File: src/sv/p25fs_pkg.sv
// Shared types and constants for the P25 frame sync and network ID block.
package p25fs_pkg;

    localparam int SYNC_W     = 48;
    localparam int NID_W      = 64;
    localparam int LIMIT_W    = 6;
    localparam int SAMPLE_W   = 16;
    localparam int INDEX_W    = 6;
    localparam int CFG_IDX_W  = 1;
    localparam int CFG_DATA_W = 48;

    localparam logic [CFG_IDX_W-1:0] REG_SYNC_PATTERN = 1'b0;
    localparam logic [CFG_IDX_W-1:0] REG_ERROR_LIMIT  = 1'b1;

    localparam logic [SYNC_W-1:0]  SYNC_PATTERN_RESET = 48'h5575_F5FF_77FF;
    localparam logic [LIMIT_W-1:0] ERROR_LIMIT_RESET  = 6'd4;

    localparam logic signed [SAMPLE_W-1:0] SLICE_HIGH = 16'sd8192;
    localparam logic signed [SAMPLE_W-1:0] SLICE_LOW  = -16'sd8192;

    localparam logic [INDEX_W-1:0] NID_START    = 6'd24;
    localparam logic [INDEX_W-1:0] STATUS_INDEX = 6'd36;
    localparam logic [INDEX_W-1:0] NID_LAST     = 6'd56;

    typedef logic [1:0] dibit_t;

    localparam dibit_t DIBIT_POS_LOW  = 2'd0;
    localparam dibit_t DIBIT_POS_HIGH = 2'd1;
    localparam dibit_t DIBIT_NEG_LOW  = 2'd2;
    localparam dibit_t DIBIT_NEG_HIGH = 2'd3;

    typedef struct packed {
        logic [SYNC_W-1:0]  sync_pattern;
        logic [LIMIT_W-1:0] error_limit;
    } cfg_t;

    typedef struct packed {
        logic   empty;
        dibit_t dibit;
    } fifo_head_t;

endpackage

File: src/sv/p25fs_sample_if.sv
// Input channel carrying one demodulated sample per transfer.
interface p25fs_sample_if;
    logic               valid;
    logic               ready;
    logic signed [15:0] sample;

    modport source (output valid, output sample, input ready);
    modport sink (input valid, input sample, output ready);
endinterface

File: src/sv/p25fs_result_if.sv
// Output channel carrying one sync word and network ID per transfer.
interface p25fs_result_if;
    logic        valid;
    logic        ready;
    logic [47:0] sync_word;
    logic [63:0] nid_word;

    modport source (output valid, output sync_word, output nid_word, input ready);
    modport sink (input valid, input sync_word, input nid_word, output ready);
endinterface

File: src/sv/p25fs_slicer.sv
// Front end: accepts samples and slices each one into a dibit.
module p25fs_slicer (
    p25fs_sample_if.sink   samples,
    input  logic           fifo_full,
    output logic           push,
    output p25fs_pkg::dibit_t push_dibit
);
    import p25fs_pkg::*;

    assign samples.ready = !fifo_full;
    assign push          = samples.valid && !fifo_full;

    always_comb
    begin
        if (samples.sample < SLICE_LOW)
        begin
            push_dibit = DIBIT_NEG_HIGH;
        end
        else if (samples.sample < 16'sd0)
        begin
            push_dibit = DIBIT_NEG_LOW;
        end
        else if (samples.sample < SLICE_HIGH)
        begin
            push_dibit = DIBIT_POS_LOW;
        end
        else
        begin
            push_dibit = DIBIT_POS_HIGH;
        end
    end

endmodule

File: src/sv/p25fs_dibit_fifo.sv
// Short dibit queue between the slicer and the sync tracker.
module p25fs_dibit_fifo #(
    parameter int DEPTH = 2
) (
    input  logic                   clk,
    input  logic                   rst_n,
    input  logic                   push,
    input  p25fs_pkg::dibit_t      push_dibit,
    output logic                   full,
    input  logic                   pop,
    output p25fs_pkg::fifo_head_t  head
);
    import p25fs_pkg::*;

    localparam int PTR_W   = (DEPTH > 1) ? $clog2(DEPTH) : 1;
    localparam int COUNT_W = $clog2(DEPTH + 1);

    dibit_t             mem_reg [DEPTH];
    logic [PTR_W-1:0]   wr_ptr_reg;
    logic [PTR_W-1:0]   wr_ptr_next;
    logic [PTR_W-1:0]   rd_ptr_reg;
    logic [PTR_W-1:0]   rd_ptr_next;
    logic [COUNT_W-1:0] count_reg;
    logic [COUNT_W-1:0] count_next;

    assign full       = (count_reg == COUNT_W'(DEPTH));
    assign head.empty = (count_reg == '0);
    assign head.dibit = mem_reg[rd_ptr_reg];

    always_comb
    begin
        wr_ptr_next = wr_ptr_reg;
        rd_ptr_next = rd_ptr_reg;
        count_next  = count_reg;
        if (push)
        begin
            wr_ptr_next = (wr_ptr_reg == PTR_W'(DEPTH - 1)) ? '0 : wr_ptr_reg + 1'b1;
        end
        if (pop)
        begin
            rd_ptr_next = (rd_ptr_reg == PTR_W'(DEPTH - 1)) ? '0 : rd_ptr_reg + 1'b1;
        end
        if (push && !pop)
        begin
            count_next = count_reg + 1'b1;
        end
        else if (pop && !push)
        begin
            count_next = count_reg - 1'b1;
        end
    end

    always_ff @(posedge clk or negedge rst_n)
    begin
        if (!rst_n)
        begin
            wr_ptr_reg <= '0;
            rd_ptr_reg <= '0;
            count_reg  <= '0;
        end
        else
        begin
            wr_ptr_reg <= wr_ptr_next;
            rd_ptr_reg <= rd_ptr_next;
            count_reg  <= count_next;
        end
    end

    always_ff @(posedge clk)
    begin
        if (push)
        begin
            mem_reg[wr_ptr_reg] <= push_dibit;
        end
    end

    assert property (@(posedge clk) disable iff (!rst_n) push |-> !full)
        else $error("Dibit queue written while full.");
    assert property (@(posedge clk) disable iff (!rst_n) pop |-> !head.empty)
        else $error("Dibit queue read while empty.");
    assert property (@(posedge clk) disable iff (!rst_n) count_reg <= COUNT_W'(DEPTH))
        else $error("Dibit queue count above its depth.");

endmodule

File: src/sv/p25fs_tracker.sv
// Back end: sync correlation, network ID capture and the result register.
module p25fs_tracker (
    input  logic                  clk,
    input  logic                  rst_n,
    input  p25fs_pkg::cfg_t       cfg,
    input  p25fs_pkg::fifo_head_t head,
    output logic                  pop,
    p25fs_result_if.source        results
);
    import p25fs_pkg::*;

    logic               locked_reg;
    logic               locked_next;
    logic [INDEX_W-1:0] index_reg;
    logic [INDEX_W-1:0] index_next;
    logic [SYNC_W-1:0]  sync_shift_reg;
    logic [SYNC_W-1:0]  sync_shift_next;
    logic [NID_W-1:0]   nid_shift_reg;
    logic [NID_W-1:0]   nid_shift_next;
    logic               out_valid_reg;
    logic               out_valid_next;
    logic [SYNC_W-1:0]  out_sync_reg;
    logic [SYNC_W-1:0]  out_sync_next;
    logic [NID_W-1:0]   out_nid_reg;
    logic [NID_W-1:0]   out_nid_next;
    logic [SYNC_W-1:0]  sync_cand;
    logic [NID_W-1:0]   nid_cand;
    logic [LIMIT_W-1:0] errors;
    logic               emit;

    assign pop       = !head.empty && (!out_valid_reg || results.ready);
    assign sync_cand = {sync_shift_reg[SYNC_W-3:0], head.dibit};
    assign nid_cand  = {nid_shift_reg[NID_W-3:0], head.dibit};
    assign errors    = LIMIT_W'($countones(sync_cand ^ cfg.sync_pattern));
    assign emit      = pop && locked_reg && (index_reg == NID_LAST);

    always_comb
    begin
        locked_next     = locked_reg;
        index_next      = index_reg;
        sync_shift_next = sync_shift_reg;
        nid_shift_next  = nid_shift_reg;
        if (pop)
        begin
            if (!locked_reg)
            begin
                sync_shift_next = sync_cand;
                if (errors < cfg.error_limit)
                begin
                    locked_next = 1'b1;
                    index_next  = NID_START;
                end
            end
            else
            begin
                if (index_reg != STATUS_INDEX)
                begin
                    nid_shift_next = nid_cand;
                end
                if (index_reg == NID_LAST)
                begin
                    locked_next = 1'b0;
                end
                index_next = index_reg + 1'b1;
            end
        end
    end

    always_comb
    begin
        out_valid_next = out_valid_reg;
        out_sync_next  = out_sync_reg;
        out_nid_next   = out_nid_reg;
        if (emit)
        begin
            out_valid_next = 1'b1;
            out_sync_next  = sync_shift_reg;
            out_nid_next   = nid_cand;
        end
        else if (results.ready)
        begin
            out_valid_next = 1'b0;
        end
    end

    always_ff @(posedge clk or negedge rst_n)
    begin
        if (!rst_n)
        begin
            locked_reg     <= 1'b0;
            index_reg      <= '0;
            sync_shift_reg <= '0;
            nid_shift_reg  <= '0;
            out_valid_reg  <= 1'b0;
        end
        else
        begin
            locked_reg     <= locked_next;
            index_reg      <= index_next;
            sync_shift_reg <= sync_shift_next;
            nid_shift_reg  <= nid_shift_next;
            out_valid_reg  <= out_valid_next;
        end
    end

    always_ff @(posedge clk)
    begin
        out_sync_reg <= out_sync_next;
        out_nid_reg  <= out_nid_next;
    end

    assign results.valid     = out_valid_reg;
    assign results.sync_word = out_sync_reg;
    assign results.nid_word  = out_nid_reg;

    assert property (@(posedge clk) disable iff (!rst_n)
        locked_reg |-> (index_reg >= NID_START) && (index_reg <= NID_LAST))
        else $error("Symbol index outside the network ID window while locked.");
    assert property (@(posedge clk) disable iff (!rst_n)
        $rose(out_valid_reg) |-> $past(locked_reg) && ($past(index_reg) == NID_LAST))
        else $error("Result raised without completing a network ID.");
    assert property (@(posedge clk) disable iff (!rst_n)
        emit |=> !locked_reg)
        else $error("Tracker stayed locked after a result.");

endmodule

File: src/sv/p25_frame_sync_nid_extractor.sv
// Top level of the P25 frame sync correlator and network ID capture block.
//
// The samples channel takes one signed Q4.12 symbol value per transfer. Each
// sample is sliced to a dibit and placed in a short queue. The tracker reads one
// dibit per cycle while one is queued and the result register is free or being
// read, hunts for the 48-bit sync pattern, and after sync collects the 32
// network ID dibits, dropping the status symbol in between. The results channel
// gives one transfer per captured frame: the matched sync word and the 64
// network ID bits. Throughput is one sample per cycle while the receiver keeps
// up, set by the combinational slice and popcount and the dibit shift in the
// tracker. The last network ID sample waits in the queue behind any dibit ahead
// of it, and its result is then registered. Reset clears the queue, the tracker
// and the result valid flag, and loads the default sync pattern and error limit.
// Configuration writes take effect at once; the user must make them only while
// the block is idle, which the block does not enforce. When the receiver stalls,
// the result register holds its transfer and the tracker stops reading; the
// queue then fills and samples.ready falls.
module p25_frame_sync_nid_extractor #(
    parameter int FIFO_DEPTH = 2
) (
    input  logic                                 clk,
    input  logic                                 rst_n,
    input  logic                                 cfg_we,
    input  logic [p25fs_pkg::CFG_IDX_W-1:0]      cfg_index,
    input  logic [p25fs_pkg::CFG_DATA_W-1:0]     cfg_wdata,
    p25fs_sample_if.sink                         samples,
    p25fs_result_if.source                       results
);
    import p25fs_pkg::*;

    logic [SYNC_W-1:0]  sync_pattern_reg;
    logic [SYNC_W-1:0]  sync_pattern_next;
    logic [LIMIT_W-1:0] error_limit_reg;
    logic [LIMIT_W-1:0] error_limit_next;
    cfg_t               cfg;
    logic               fifo_full;
    logic               push;
    dibit_t             push_dibit;
    logic               pop;
    fifo_head_t         head;

    always_comb
    begin
        sync_pattern_next = sync_pattern_reg;
        error_limit_next  = error_limit_reg;
        if (cfg_we)
        begin
            case (cfg_index)
                REG_SYNC_PATTERN: sync_pattern_next = cfg_wdata[SYNC_W-1:0];
                REG_ERROR_LIMIT:  error_limit_next  = cfg_wdata[LIMIT_W-1:0];
                default:          sync_pattern_next = sync_pattern_reg;
            endcase
        end
    end

    always_ff @(posedge clk or negedge rst_n)
    begin
        if (!rst_n)
        begin
            sync_pattern_reg <= SYNC_PATTERN_RESET;
            error_limit_reg  <= ERROR_LIMIT_RESET;
        end
        else
        begin
            sync_pattern_reg <= sync_pattern_next;
            error_limit_reg  <= error_limit_next;
        end
    end

    assign cfg.sync_pattern = sync_pattern_reg;
    assign cfg.error_limit  = error_limit_reg;

    p25fs_slicer u_slicer (
        .samples    (samples),
        .fifo_full  (fifo_full),
        .push       (push),
        .push_dibit (push_dibit)
    );

    p25fs_dibit_fifo #(
        .DEPTH (FIFO_DEPTH)
    ) u_fifo (
        .clk        (clk),
        .rst_n      (rst_n),
        .push       (push),
        .push_dibit (push_dibit),
        .full       (fifo_full),
        .pop        (pop),
        .head       (head)
    );

    p25fs_tracker u_tracker (
        .clk     (clk),
        .rst_n   (rst_n),
        .cfg     (cfg),
        .head    (head),
        .pop     (pop),
        .results (results)
    );

endmodule
File: src/flat_wrapper.sv
// flat-port wrapper written by rule: the top's interface ports become plain ports
module p25_frame_sync_nid_extractor_flat import p25fs_pkg::*;
#(
    parameter int FIFO_DEPTH = 2
)
  (clk, rst_n, cfg_we, cfg_index, cfg_wdata, samples_valid, samples_sample, samples_ready, results_valid, results_sync_word, results_nid_word, results_ready);
  p25fs_sample_if samples_i ();
  p25fs_result_if results_i ();
  input  logic clk;
  input  logic rst_n;
  input  logic cfg_we;
  input  logic [p25fs_pkg::CFG_IDX_W-1:0] cfg_index;
  input  logic [p25fs_pkg::CFG_DATA_W-1:0] cfg_wdata;
  input wire logic [$bits(samples_i.valid)-1:0] samples_valid;
  input wire logic [$bits(samples_i.sample)-1:0] samples_sample;
  output wire logic [$bits(samples_i.ready)-1:0] samples_ready;
  output wire logic [$bits(results_i.valid)-1:0] results_valid;
  output wire logic [$bits(results_i.sync_word)-1:0] results_sync_word;
  output wire logic [$bits(results_i.nid_word)-1:0] results_nid_word;
  input wire logic [$bits(results_i.ready)-1:0] results_ready;
  assign samples_i.valid = samples_valid;
  assign samples_i.sample = samples_sample;
  assign samples_ready = samples_i.ready;
  assign results_valid = results_i.valid;
  assign results_sync_word = results_i.sync_word;
  assign results_nid_word = results_i.nid_word;
  assign results_i.ready = results_ready;
  p25_frame_sync_nid_extractor #(.FIFO_DEPTH(FIFO_DEPTH)) u_core (.clk(clk), .rst_n(rst_n), .cfg_we(cfg_we), .cfg_index(cfg_index), .cfg_wdata(cfg_wdata), .samples(samples_i), .results(results_i));
endmodule
File: config.mk
export PLATFORM = sky130hd
export DESIGN_NAME = p25_frame_sync_nid_extractor_flat
export DESIGN_NICKNAME = d
export VERILOG_FILES = /design/src/sv/p25fs_pkg.sv /design/src/sv/p25fs_sample_if.sv /design/src/sv/p25fs_result_if.sv /design/src/sv/p25fs_slicer.sv /design/src/sv/p25fs_dibit_fifo.sv /design/src/sv/p25fs_tracker.sv /design/src/sv/p25_frame_sync_nid_extractor.sv /design/src/flat_wrapper.sv
export SDC_FILE = /design/constraint.sdc
export NUM_CORES = 1
export LEC_CHECK = 0
export ABC_AREA = 0
export BUFFER_PORTS_ARGS = -buffer_cell sky130_fd_sc_hd__buf_2
export CORE_MARGIN = 5
export CORE_UTILIZATION = 30
export CTS_BUF_LIST = sky130_fd_sc_hd__clkbuf_8
export CTS_CLUSTER_DIAMETER = 200
export DETAILED_ROUTE_END_ITERATION = 8
export PLACE_DENSITY_LB_ADDON = 0.08
export SLEW_MARGIN = 20
export SYNTH_ARGS = -nofsm -noshare
export SYNTH_HDL_FRONTEND = slang
export SYNTH_HIERARCHICAL = 1
export SYNTH_SLANG_ARGS = --single-unit
File: constraint.sdc
create_clock -name clk -period 6.3 [get_ports clk]
set_clock_uncertainty 0.2 [all_clocks]
set_input_delay 1.26 -clock clk [delete_from_list [all_inputs] [get_ports clk]]
set_output_delay 1.26 -clock clk [all_outputs]
set_load 0.05 [all_outputs]
Yosys cells after proc, flatten, opt, wreduce, memory -nomap -nowiden
Memory sizes are Yosys's and may differ from the RTL's.
Cells that the tools add are included.
- bits in registers: 288
- RAM bits: 4
- input bits: 70
- output and inout bits: 114
- logic and storage cells: 112
- memories kept: 1
- add/sub/neg operators: 52
- order comparisons: 4
- eq/ne operators: 3
- multiplexer cells: 16
- bitwise logic cells: 3
- reduce and logical (&&, ||, !) cells: 21
- memory list (name ; depth ; bits a word ; rd ports ; clocked after memory_dff ; wr ports ; RTL line ; source):
    u_core.u_fifo.mem_reg ; 2 ; 2 ; 1 ; 0 ; 1 ; p25fs_dibit_fifo.sv:18 ; dibit_t mem_reg [DEPTH];
- operator list (kind ; count):
    adder 1 x 1 -> 2 bit ; 24
    XOR 48 bit ; 1
    adder 2 x 2 -> 3 bit ; 12
    adder 3 x 3 -> 4 bit ; 6
    < comparator 16 x 1 -> 1 bit, second input constant ; 1
    < comparator 16 x 14 -> 1 bit, second input constant ; 1
    < comparator 16 x 15 -> 1 bit, second input constant ; 1
    adder 4 x 4 -> 5 bit ; 3
    two-way mux 6 bit ; 2
    two-way mux 1 bit ; 10
    two-way mux 2 bit ; 4
    AND reduction 2 bit ; 4
    adder 5 x 5 -> 6 bit ; 1
    adder 6 x 1 -> 6 bit, second input constant ; 1
    adder 6 x 5 -> 6 bit ; 1
    == test 6 bit, second input constant ; 1
    logical AND 1 bit ; 6
    < comparator 6 bit ; 1
    inequality test 6 bit, second input constant ; 1
    nonzero test 2 bit ; 3
    logical NOT 1 bit ; 5
    AND reduction 3 bit ; 1
    adder 1 bit, second input constant ; 2
    adder 2 x 1 -> 2 bit, second input constant ; 1
    5 further kinds ; 6

Longest topological paths before layout
An unclocked memory read counts as a cell.
- word-level depth: 11
- gate-level depth with buffers: 26
- mapped depth without buffers: 25

By module
The synthesis kept the hierarchy.
- modules (own cells, without submodules) (module ; instances ; cells an instance ; area each (um2) ; sequential area each (um2)):
    p25fs_tracker ; 1 ; 559 ; 9615.5 ; 6316.1
    p25_frame_sync_nid_extractor ; 1 ; 115 ; 2165.8 ; 1398.8
    p25fs_dibit_fifo ; 1 ; 22 ; 331.6 ; 220.2
    p25fs_slicer ; 1 ; 8 ; 50.0 ; 0.0

Worst setup path after synthesis
OpenSTA, ideal clock, no wires.
- path kind: register -> register
- start point: reg u_core.u_fifo.rd_ptr_reg
- end point: reg u_core.u_tracker.index_reg[4]
- library setup time: 94 ps
- arrival: 6736 ps
- setup slack: -730 ps
- stages on the path, launching flop included: 25
- buffers on the path: 1
- period minus slack after synthesis: 7030 ps
- cell sequence: dfrtp_1 -> mux2_2 -> xnor2_1 -> fa_1 -> inv_1 -> fa_1 -> fa_1 -> fa_1 -> fa_1 -> fa_1 -> inv_1 -> fa_1 -> inv_1 -> ha_1 -> a21o_1 -> a21oi_1 -> nor2b_1 -> o21ai_0 -> nand2b_1 -> ha_1 -> nand4_1 -> o2111a_1 -> or2_2 -> clkbuf_1 -> a211oi_1
- RTL lines (element ; RTL line ; source):
    start, declared ; p25fs_dibit_fifo.sv:21 ; logic [PTR_W-1:0] rd_ptr_reg;
    start signal, assigned ; p25fs_dibit_fifo.sv:64 ; rd_ptr_reg <= rd_ptr_next;
    end signal, assigned ; p25fs_tracker.sv:99 ; index_reg <= index_next;
    end, declared ; p25fs_tracker.sv:14 ; logic [INDEX_W-1:0] index_reg;

==> out/metrics.yaml <==
run_status:
  status: "finished with violations"
  violations: "setup timing"
die:
  start_util_pct: 30.5
  die_x_um: 211
  dieArea_um2: 44700
  die_h_um: 211
  fp.coreArea_um2: 39900
  placementRows: 73
  io_pins: 184
grt:
  grt_pass1_vias: 7085
  gr-total-overflow: 0
  grt_pass1_wl_mm: 41.7
  antenna_found_initial: 0
  grt_max_degree: 69
  grt_use_total_pct: 12.2
synth:
  synth.mux.area_fraction_pct: 16.1
  synth_edf_count: 116
  synth-simple-area-share_pct: 1.64
  syn_area_per_cell_um2: 17.3
  ys.flop_type: "dfrtp_1"
  syn_area_um2: 12200
  synthAdderAreaFrac_pct: 8.37
  yosys.cell_types.count: 44
  ys_ff_latch: 292
  ys_seq_area_share_pct: 65.2
  synthCells: 704
  async_flop_share_pct: 60.3
  yosys_warnings: 6
  synth_top_cell_by_area: "edfxtp_1"
  synth_top_area_share_pct: 28.6
  synth_area_leaders: "edfxtp_1, dfrtp_1, mux2_2, dfstp_2, fa_1"
  synth_top_family_by_area: "multiplexers"
  synth_compound_area_share_pct: 1.37
  synth_xor_area_share_pct: 4.03
  synth_common_cells: "mux2_2, dfrtp_1, edfxtp_1, inv_1"
  synth_most_common_cell: "mux2_2"
  synth_nets: 832
critical_path:
  required_ns: 6.57
  arrival_ns: 7.07
  cp_max_fo: 6
  cp-end-kind: "flip-flop"
  worstSetupPathType: "reg -> reg"
  start_kind: "flip-flop"
clock_tree:
  clock_path_buffers: 3
  cts_buffers: 52
  clock_latency_ns: 0.60
  htreeDepth: 2
  cts_tree: "yes"
  cts-hold-fix-buffers: 0
  numClockSinks: 292
  clk_pin_slew_worst_paths_ns: 0.06
  cts_root_buf: "clkbuf_8"
sta:
  tightest_slew_ns: 0.876
  finalHoldViolations: 0
  setup_tns_ns: -3.21
  fmax_mhz: 147
  slew_headroom_pct: 41.6
  final_max_slew_viol_count: 0
  period_share_pct: 108
  setup_viol: 7
  fin_crit_ns: 6.80
  worst_slack_ns: -0.500
  rsz0062_at_grt: "yes"
detailed_routing:
  wl_met1_mm: 11.9
  wl_per_cell_um: 17.5
  wl_mm: 26.8
  drcViolationCount: 0
  drt_iter0_drc: 171
  antenna_left: 0
  viasPerCell: 4.14
  wl_met2_mm: 13.0
  highest_layer: "met4"
  firstDrtPassIters: 4
  wl_met3_mm: 1.44
  vias: 6330
layout:
  syn2layout_area_growth_pct: 22.9
  largest_reg_flops: 64
  final_nets: 1089
  drive_gt1_share_pct: 50.8
  diodes: 0
placement:
  gp_congestion: 0.697
  port_buffers: 170
  dpl.hpwl_mm: 18.0
flow_run:
  cap_violations: 0
worst_hold_path:
  holdCritPathClass: "reg -> reg"
==> layer usage <==
layer / global-route usage, % / up-vias
li1: - / 2966
met1: 16.0 / 3181
met2: 19.8 / 147
met3: 3.47 / 36
met4: 3.71 / 0
met5: 0 / -
==> area by class of cell <==
class | instances | area (um2)
clock buffer | 61 | 840
clock inverter | 36 | 149
fill | 3831 | 25000
inverter | 59 | 224
multi-input combinational | 336 | 3890
sequential | 292 | 7940
tap | 525 | 657
timing repair buffer | 220 | 1250
==> kinds of logic after synthesis <==
logic type               after synthesis
multiplexers                         167
AND/OR/NAND/NOR                       33
adder cells (fa/ha/maj)               58
XOR/XNOR                              56
flip-flops                           292
buffers and inverters                 76
AO/OA/AOI/OAI                         22
==> path summary, 6_finish.rpt <==
check	start	end	slack, ns	cells after the start
max	u_core/u_fifo/rd_ptr_reg	u_core/u_tracker/index_reg[3]	-0.50	24
min	u_core/u_tracker/sync_shift_reg[47]	u_core/u_tracker/results.sync_word[47]	0.24	0
max reg2reg	u_core/u_fifo/rd_ptr_reg	u_core/u_tracker/index_reg[3]	-0.50	24
min reg2reg	u_core/u_tracker/sync_shift_reg[47]	u_core/u_tracker/results.sync_word[47]	0.24	0
max in group asynchronous	rst_n	u_core/u_tracker/index_reg[1]	4.19	2
min in group asynchronous	rst_n	u_core/u_tracker/nid_shift_reg[18]	0.45	1
==> critical path: stages, from the launching register on <==
cell and delay (ns):
dfrtp_1 0.42, mux2_4 0.33, xnor2_2 0.14, fa_1 0.50
inv_1 0.05, fa_2 0.55, fa_1 0.44, fa_1 0.47
fa_1 0.53, inv_2 0.05, fa_2 0.54, fa_1 0.41
inv_1 0.07, ha_2 0.18, inv_2 0.04, fa_2 0.36
inv_2 0.05, a21o_1 0.11, a21oi_2 0.05, xnor2_1 0.12
ha_1 0.29, nand4_1 0.08, o2111a_1 0.28, or2_4 0.27
a2bb2oi_1 0.14
==> metrics by stage <==
| stage | hold WS, ns | util, % | setup WS, ns | instance area [um2] | cells |
|---|---|---|---|---|---|
| after floorplan | 0.221 | - | -0.314 | 12200 | 704 |
| after global placement | 0.228 | 34.9 | -0.600 | 13900 | 1431 |
| after detailed placement | 0.230 | 34.9 | -0.634 | 13900 | 1431 |
| after CTS | 0.244 | 37.4 | -0.593 | 14900 | 1528 |
| after global routing | 0.251 | 37.4 | -0.837 | 14900 | 1529 |
| final | 0.245 | 37.4 | -0.500 | 14900 | 1529 |
==> placed cells by master, fill, tap and decap left out, types with 4 or more instances in the layout <==
master    count
a21oi_1       4
buf_2       169
buf_4        49
clkbuf_8     62
dfrtp_1     138
dfstp_2      38
edfxtp_1    116
fa_1         35
fa_2          4
ha_1         18
inv_1        83
inv_2         4
mux2_1        5
mux2_2      139
mux2_4       22
nand2_1       4
nand3_1       5
xnor2_1      15
xor2_1       37
==> timing repair <==
action	4_1_cts	5_1_grt
resized for setup	2	5
buffers inserted	0	1
pin swaps	5	2
setup endpoints to repair	7	7
Power is not shown: default switching activity piles up to over one toggle a cycle in this logic, so the estimate is an artifact.
